### src/rtl/cqr_ram.sv
`default_nettype none
// ----------------------------------------------------------------------------
// cqr_ram
// Generic simple dual-port RAM, one write and one registered read port.
// ----------------------------------------------------------------------------
module cqr_ram #(
  parameter int WIDTH = 8,
  parameter int DEPTH = 16
) (
  input  wire logic                                  clk,
  input  wire logic                                  we,
  input  wire logic [((DEPTH > 1) ? $clog2(DEPTH) : 1)-1:0] waddr,
  input  wire logic [WIDTH-1:0]                      wdata,
  input  wire logic                                  re,
  input  wire logic [((DEPTH > 1) ? $clog2(DEPTH) : 1)-1:0] raddr,
  output logic      [WIDTH-1:0]                      rdata
);

  logic [WIDTH-1:0] mem [DEPTH];

  always_ff @(posedge clk) begin
    if (we) begin
      mem[waddr] <= wdata;
    end
    if (re) begin
      rdata <= mem[raddr];
    end
  end

endmodule
`default_nettype wire

### config.mk
export PLATFORM = sky130hd
export DESIGN_NAME = cqr_ram
export DESIGN_NICKNAME = d
export VERILOG_FILES = /design/src/rtl/cqr_ram.sv
export SDC_FILE = /design/constraint.sdc
export NUM_CORES = 1
export LEC_CHECK = 0
export BUFFER_PORTS_ARGS = -buffer_cell sky130_fd_sc_hd__buf_2
export CORE_ASPECT_RATIO = 0.75
export CORE_MARGIN = 2
export CORE_UTILIZATION = 41
export CTS_CLUSTER_SIZE = 30
export DETAILED_ROUTE_END_ITERATION = 12
export PLACE_DENSITY = 0.68
export SLEW_MARGIN = 20
export SYNTH_ARGS = -nofsm -noshare
export SYNTH_HDL_FRONTEND = slang
export SYNTH_SLANG_ARGS = --single-unit
### constraint.sdc
create_clock -name clk -period 2.4 [get_ports clk]
set_clock_uncertainty 0.1 [all_clocks]
set_input_delay 0.48 -clock clk [delete_from_list [all_inputs] [get_ports clk]]
set_output_delay 0.48 -clock clk [all_outputs]
set_load 0.02 [all_outputs]
## Yosys cells after proc, flatten, opt, wreduce, memory -nomap -nowiden

Memory sizes are Yosys's and may differ from the RTL's. A register that Yosys moved wholly into a read port is not among the register bits.
Cells that the tools add are included.

- $add $sub $neg: 0
- Multipliers: 0
- Div/mod/pow operators: 0
- Magnitude comparators: 0
- Equality and inequality tests: 0
- Shift-type cells: 0
- Multiplexer cells: 2
- Bitwise gates (word level): 0
- Reductions and logical operators: 0

Operators with widths:

| cell | count |
|---|---|
| $mux W1 | 2 |

- Flip-flop bits (word level): 0
- Bits in latches: 0
- Bits in writable memories: 128
- Bits in read-only memories: 0
- Word-level logic and storage cells: 3
- Memories kept: 1

Memory list:

| memory | words | width | read ports | clocked after Yosys merged registers in | write ports | line | RTL |
|---|---|---|---|---|---|---|---|
| mem | 16 | 8 | 1 | 1 | 1 | 19 | `logic [WIDTH-1:0] mem [DEPTH];` |

## Depth between registers and ports, before layout

Gate-level depths: netlist of the first run.

- Depth after elaboration: 2
- Depth in mapped cells: 5
- Depth with buffers taken out: 3

## Least setup slack after synthesis of the first run

OpenSTA, ideal clock, no wires.

- Path type: input port to flip-flop
- From: in waddr[2] (netlist name)
- To: mem mem[0][0] (enable)
- Setup time: 0.383 ns
- Data arrival time: 1.590 ns
- Required time: 1.917 ns
- Path slack: 0.327 ns
- Stages on the path: 2
- Path through: or3b_2 -> nor3_1

RTL lines:

| element | line | RTL |
|---|---|---|
| from (decl) | 12 | `input wire logic [((DEPTH > 1) ? $clog2(DEPTH) : 1)-1:0] waddr,` |
| to (decl) | 19 |  |

No word-level cell before the write port.

==> impl_metrics.yaml, run 1 <==
floorplan:
  row_count: 35
  die_area_um2: 13700
  die_w_um: 134
  initial_utilization_pct: 42.3
  io_pins: 27
  die_h_um: 102
  core_um2: 12300
critical_path:
  critical_path_class: "in -> reg"
  worstPathRequired_ns: 2.46
  r2r_cells: 3
  crit_path_max_fanout: 12
  start_kind: "input pin"
  cp-startpoint: "raddr[0]"
  crit_end: "rdata[1]"
  arrival_ns: 1.79
  cp-end-kind: "flop"
  r2r-start: "mem[1][1]"
  r2r_setup_slack_ns: 0.81
  r2r-end: "rdata[1]"
finish:
  final_cell_mix: "edfxtp_1 (136), buf_2 (26), buf_4 (22)"
  final_area_um2: 6250
  layout_commonest_cell: "edfxtp_1"
  multi_input_area_um2: 1060
  area.sequential_um2: 4080
  drive_gt1_share_pct: 32.6
  layout-area-overhead-vs-synth_pct: 19.5
  antennaDiodeCount: 0
  fillers: 998
  nNetsFinal: 307
synth:
  synthTopCellsByArea: "edfxtp_1 (78%), mux4_2 (7.8%), mux4_1 (7.0%)"
  synth_area_leader_cell: "edfxtp_1"
  synth_fp_nets: 248
  synth_area_um2: 5230
  netlist-cell-type-count: 18
  synth_top_area_share_pct: 78.1
  yosysSeqAreaShare_pct: 78.1
  syn_inst: 229
  ys_ff_latch: 136
  postSynthAreaPerCell_um2: 22.8
  yosysWarningCount: 0
place:
  dpl_cell_area_um2: 5680
  hpwl_mm: 6.40
  portBuffers: 26
  gp_congestion: 0.731
power:
  ir_drop_mv: 0.478
  power.density_nw_per_um2: 862
  p_total_uw: 5390
  p_leak_uw: 0.00211
cts:
  cts_inserted_buffers: 17
  htreeDepth: 4
  hold_buffers: 0
  clock_sinks: 136
  clk_pin_slew_ns: 0.06
  cts.path.max_buffers: 2
  cts_setup_buffers: 0
  cts_root_buf: "clkbuf_16"
  post_cts_resized: 0
  cts_tree: "built"
  clk_latency_ns: 0.41
sta:
  hold_viol_final: 0
  period_needed_ns: 1.73
  tightest_slew_ns: 0.517
  setup_viol: 0
  fin_setup_tns_ns: 0
  drv_slew: 0
  max_freq_mhz: 577
  rsz0062_at_grt: "false"
  min_period_over_period_pct: 72.2
  slew_headroom_pct: 65.4
detailed_routing:
  via_per_inst: 5.31
  ant_nets: 0
  via_count: 2480
  route.detailed.drc: 0
  drtIter0Drc: 155
  drtPass1Iterations: 4
  wl_per_cell_um: 21.8
  wirelength_mm: 10.2
grt:
  grtUsageMet1_pct: 23.6
  grt_busiest_layer: "met2"
  grt_use_met2_pct: 23.8
  antenna_found_initial: 0
  grt_pass1_vias: 2601
  grt-ovfl-total: 0
  grt_pass1_wl_mm: 15.6
  grtUsageMet3_pct: 4.85
  grt_max_degree: 33
  grt_use_total_pct: 16.5
run:
  cap_violations: 0
worst_hold_path:
  hp-class: "in -> reg"
run_status:
  status: "complete, no violations"
worst max-delay path: stages:
cell	delay, ns
buf_2	0.11
buf_4	0.25
mux4_1	0.60
a22oi_1	0.23
nand2_1	0.11
how the worst min path moves through the flow:
stage / from / to / slack [ns] / depth (start not counted)
5_1_grt: re / rdata[1] / 0.33 / 1
4_1_cts: re / rdata[1] / 0.32 / 1
2_1_floorplan: wdata[0] / mem[0][0] / 0.48 / 0
6_report: re / rdata[1] / 0.34 / 1
3_3_place_gp: mem[11][2] / rdata[2] / 0.64 / 3
3_5_place_dp: mem[11][3] / rdata[3] / 0.65 / 3
cell type report:
| cell class | count | share of cell area [%] |
|---|---|---|
| clock buffers | 18 | 6.87 |
| well taps | 166 | 3.32 |
| multi-input cells | 83 | 16.9 |
| flip-flops and latches | 136 | 65.4 |
| repair buffers | 50 | 5.37 |
| clock inverters | 14 | 2.14 |
state kept, by name (all words and copies together) (netlist names):
name / cells
mem: 128
rdata: 8
per-stage QoR:
step / cells / hold WS, ns / setup slack (ns) / utilization, %
2_1_floorplan: 229 / 0.479 / 0.327 / -
3_3_place_gp: 435 / 0.636 / 0.292 / 46.0
3_5_place_dp: 435 / 0.653 / 0.262 / 46.0
4_1_cts: 467 / 0.317 / 0.667 / 50.6
5_1_grt: 467 / 0.327 / 0.609 / 50.6
6_report: 467 / 0.335 / 0.667 / 50.6
report_power, final:
part / leakage, µW / switching, µW / internal [µW]
registers: 0.00124 / 15.6 / 2680
clock network: 0.000263 / 924 / 1510
logic: 0.000610 / 153 / 108
total: 0.00211 / 1090 / 4290
cells in the mapped netlist:
| cell | n |
|---|---|
| buf_2 | 3 |
| nor2b_1 | 1 |
| and2b_1 | 1 |
| or3b_2 | 1 |
| nand2b_1 | 2 |
| edfxtp_1 | 136 |
| nand2_1 | 9 |
| nand3b_1 | 2 |
| buf_4 | 1 |
| clkdlybuf4s25_2 | 3 |
| buf_6 | 3 |
| nor3_1 | 4 |
| mux4_2 | 18 |
| nor2_1 | 13 |
| mux4_1 | 14 |
| and2_1 | 1 |
| nand3_1 | 1 |
| a22oi_1 | 16 |
cells by family (layout without fill, tap and decap cells):
logic type	after synthesis	after routing	synth area share, %
AOI/OAI and AO/OA	16	16	2.30
buffers and inverters	10	82	1.65
DFF	136	136	78.1
muxes	32	32	14.8
and+or+nand+nor	35	35	3.14
layer usage:
metal	up-vias	wire, µm
met4	0	127
li1	1103	-
met3	15	811
met2	92	4590
met5	-	0
met1	1270	4640
No activity file was read; power rests on OpenSTA's default activity.
==> run 2: changes to the inputs <==
Settings changed: PLACE_DENSITY 0.68 to 0.7.
Clock period 2.4 ns to 1.55 ns, I/O delays scaled along.
==> run 2 against run 1 <==
- worst setup slack got worse by 0.66 ns
- sequential power increased by 55%
- cell count increased by 1.3%
- critical endpoint is now rdata[3]
- highest routed layer unchanged
==> impl_metrics.yaml, run 2 (same netlist as run 1, synthesis figures left out) <==
run_status:
  status: "complete, no violations"
detailed_routing:
  via_per_inst: 5.33
  via_count: 2520
  drtPass1Iterations: 4
  drtIter0Drc: 297
  wl_per_cell_um: 22.0
  ant_nets: 0
  wirelength_mm: 10.4
  route.detailed.drc: 0
finish:
  layout_commonest_cell: "edfxtp_1"
  largest_reg_flops: 128
  fillers: 985
  drive_gt1_share_pct: 39.1
  layout-area-overhead-vs-synth_pct: 21.2
  final_util_pct: 51.3
  largest-register: "mem"
  final_cell_mix: "edfxtp_1 (136), mux4_2 (31), buf_2 (26)"
  antennaDiodeCount: 0
  nNetsFinal: 313
  reg_top3: "mem (128), rdata (8)"
worst_hold_path:
  hp-class: "in -> reg"
critical_path:
  critical_path_class: "reg -> reg"
  arrival_ns: 1.58
  cp-end-kind: "flop"
  start_kind: "flop"
  worstPathCellList: "mux4_2, a22oi_2, nand2_1"
  path_buf_inv: 0
  crit_path_top_delay_cell: "mux4_2"
  worstPathRequired_ns: 1.58
  critical_path.top_delay_family: "multiplexers"
  max_stage_delay_ns: 0.49
  crit_path_max_fanout: 1
sta:
  tightest_slew_ns: 0.756
  drv_slew: 0
  setup_viol: 0
  hold_viol_final: 0
  min_period_over_period_pct: 99.6
  period_needed_ns: 1.54
  max_freq_mhz: 648
  slew_headroom_pct: 49.5
  rsz0062_at_grt: "true"
grt:
  grt_use_total_pct: 17.0
  grt-ovfl-total: 0
  antenna_found_initial: 0
  grt_pass1_wl_mm: 16.1
  grt_pass1_vias: 2595
  grt_max_degree: 17
floorplan:
  die_w_um: 134
  die_area_um2: 13700
  initial_utilization_pct: 42.3
  io_pins: 27
  core_um2: 12300
  die_h_um: 102
  row_count: 35
power:
  p_leak_uw: 0.00211
  p_total_uw: 8490
  ir_drop_mv: 0.751
  power.density_nw_per_um2: 1340
cts:
  cts.path.max_buffers: 2
  clk_pin_slew_ns: 0.05
  cts_inserted_buffers: 17
  htreeDepth: 4
  clock_sinks: 136
  cts_tree: "built"
  clk_latency_ns: 0.41
  cts_setup_buffers: 0
  cts_root_buf: "clkbuf_16"
place:
  portBuffers: 26
  hpwl_mm: 6.88
  gp_congestion: 0.721
run:
  cap_violations: 0
==> run 2: changes by cell type in the layout (fill, tap and decap cells not counted), moves of 2 or more <==
cell / delta
mux4_1: -13
mux4_2: +13
a22oi_1: -6
a22oi_2: +6
clkinv_1: +4
buf_12: +3
clkinv_2: -3
clkinvlp_4: -3
nor3_1: -3
nor3_2: +3
buf_4: +2
clkbuf_1: +2
==> run 2: worst register-to-register path, delay by kind of cell, from the launching register on <==
kind / cells / cell delay (ns)
flip-flops: 1 / 0.37
AND/OR/NAND/NOR: 1 / 0.11
multiplexers: 1 / 0.49
AO/OA/AOI/OAI: 1 / 0.20
==> run 2: layer usage <==
| metal | GRT usage [%] | wire length (µm) | vias to the layer above |
|---|---|---|---|
| met2 | 24.5 | 4890 | 82 |
| met4 | 6.56 | 71 | 0 |
| met3 | 4.80 | 732 | 8 |
| met1 | 24.8 | 4730 | 1332 |
| met5 | 0 | 0 | - |
| li1 | - | - | 1098 |
==> run 2: final timing paths <==
path	start	end	slack, ns	cells past startpoint
max	mem[2][3]	rdata[3]	0.007	3
min	re	rdata[0]	0.18	1
max reg2reg	mem[2][3]	rdata[3]	0.007	3
min reg2reg	mem[9][1]	rdata[1]	0.67	3
==> run 2: cell type report <==
cell class                 instances  area (µm²)  share of cell area (%)
clock inverter                    12         133                    2.09
timing repair buffer              56         422                    6.65
sequential                       136        4080                    64.5
multi-input combinational         83        1050                    16.6
tap                              166         208                    3.28
clock buffer                      20         437                    6.89
==> run 2: power by group <==
part,total (µW),switching [µW],internal [µW]
Combinational,466,266,199
Sequential,4170,21.3,4150
Clock,3860,1370,2490
==> run 2: stage by stage <==
step / std cells / hold slack [ns] / instance area (µm²) / worst slack (ns) / setup TNS, ns
2_1_floorplan: 229 / 0.309 / 5230 / -0.126 / -4.37
3_3_place_gp: 441 / 0.584 / 5730 / -0.435 / -8.60
3_5_place_dp: 441 / 0.587 / 5730 / -0.433 / -9.29
4_1_cts: 473 / 0.165 / 6320 / 0.0140 / 0
5_1_grt: 473 / 0.160 / 6340 / -0.0368 / -0.107
6_report: 473 / 0.183 / 6340 / 0.00651 / 0
==> run 2: what timing repair did <==
action / CTS / global route
resized for setup: 3 / 4
pin swaps: 0 / 2
hold buffers: 0 / 0
setup endpoints to repair: 3 / 8
==> run 3: changes to the inputs <==
Settings changed: REMOVE_ABC_BUFFERS from default to 1.
==> run 3 against run 2 <==
- clock power increased by 13%
- maximum frequency increased by 0.44%
- clock-buffer cell count decreased by 3
- global-route usage increased by 0.21 points
- combinational power decreased by 2%
- utilization increased by 0.77 points
==> impl_metrics.yaml, run 3 (same netlist as run 1, synthesis figures left out) <==
sta:
  rsz0062_at_grt: "true"
  drv_slew: 0
  period_needed_ns: 1.54
  hold_slack_ns: 0.162
  setup_viol: 0
  max_freq_mhz: 651
  min_period_over_period_pct: 99.1
  tightest_slew_ns: 0.933
  slew_headroom_pct: 37.7
  hold_viol_final: 0
grt:
  grt_use_total_pct: 17.2
  grt_pass1_wl_mm: 16.2
  antenna_found_initial: 0
  grt-ovfl-total: 0
  grt_pass1_vias: 2712
  grt_max_degree: 17
detailed_routing:
  wirelength_mm: 10.6
  wl_per_cell_um: 22.3
  ant_nets: 0
  via_count: 2529
  route.detailed.drc: 0
  drtIter0Drc: 377
  via_per_inst: 5.34
  drtPass1Iterations: 4
critical_path:
  start_kind: "flop"
  critical_path.top_delay_family: "multiplexers"
  cp-startpoint: "mem[10][0]"
  r2r_setup_slack_ns: 0.01
  crit_path_top_delay_cell: "mux4_2"
  worstPathRequired_ns: 1.61
  worstPathCellList: "mux4_2, a22oi_1, nand2_1"
  crit_path_max_fanout: 1
  arrival_ns: 1.60
  max_stage_delay_ns: 0.46
  cp-end-kind: "flop"
  critical_path_class: "reg -> reg"
  path_buf_inv: 0
  r2r-start: "mem[10][0]"
floorplan:
  die_h_um: 102
  row_count: 35
  core_um2: 12300
  die_area_um2: 13700
  initial_utilization_pct: 42.3
  io_pins: 27
  die_w_um: 134
finish:
  final_cell_mix: "edfxtp_1 (136), mux4_2 (27), buf_2 (26), buf_4 (26), clkbuf_16 (17)"
  layout-area-overhead-vs-synth_pct: 23.0
  layout_commonest_cell: "edfxtp_1"
  antennaDiodeCount: 0
  drive_gt1_share_pct: 40.3
  final_util_pct: 52.1
  largest_reg_flops: 128
  largest-register: "mem"
  nNetsFinal: 314
  finalNonFillerCells: 474
  reg_top3: "mem (128), rdata (8)"
run:
  cap_violations: 0
place:
  dp_cells: 442
  gp_congestion: 0.742
  hpwl_mm: 6.77
  portBuffers: 26
cts:
  cts.path.max_buffers: 2
  cts_tree: "built"
  clk_latency_ns: 0.41
  cts_inserted_buffers: 17
  cts_root_buf: "clkbuf_16"
  clk_pin_slew_ns: 0.06
  htreeDepth: 4
  clock_sinks: 136
  hold_buffers: 0
power:
  p_total_uw: 8990
  p_leak_uw: 0.00217
  ir_drop_mv: 0.986
  power.density_nw_per_um2: 1400
worst_hold_path:
  hp-class: "in -> reg"
  worstHoldStart: "re"
run_status:
  status: "complete, no violations"
run 3: worst register-to-register path: stages (launching register included):
cell      delay, ns
edfxtp_1       0.36
mux4_2         0.46
a22oi_1        0.28
nand2_1        0.08
run 3: final cells by class:
class	instances	area, µm²
fill	977	5920
sequential	136	4080
multi-input combinational	83	1060
clock buffer	17	425
timing repair buffer	57	425
clock inverter	15	225
tap	166	208
run 3: final timing paths:
kind / endpoint / cells after the start
max reg2reg: rdata[0] / 3
min reg2reg: rdata[0] / 3
max: rdata[0] / 3
min: rdata[2] / 1
run 3: power breakdown:
part           internal [µW]  leakage (µW)  switching, µW
registers               4140       0.00124           24.0
clock network           2860      0.000307           1500
logic                    197      0.000622            262
total                   7200       0.00217           1790
run 3: per-stage QoR:
| stage | TNS [ns] | area (µm²) | worst slack, ns |
|---|---|---|---|
| 2_1_floorplan | -6.35 | 5140 | -0.353 |
| 3_3_place_gp | -8.07 | 5770 | -0.426 |
| 3_5_place_dp | -8.13 | 5770 | -0.428 |
| 4_1_cts | -0.00138 | 6430 | -0.000701 |
| 5_1_grt | -0.139 | 6430 | -0.0325 |
| 6_report | 0 | 6430 | 0.0132 |
run 3: per-layer routing:
metal / vias to the layer above / global-route usage, % / wire length (µm)
met5: - / 0 / 0
met4: 0 / 6.48 / 146
met3: 18 / 6.21 / 1040
met2: 130 / 25.3 / 4780
met1: 1275 / 23.8 / 4620
li1: 1106 / - / -
run 3: timing repair:
item,4_1_cts,5_1_grt
resized for setup,9,8
pin swaps,0,4
buffers inserted,0,0
endpoints found under the setup margin,8,8
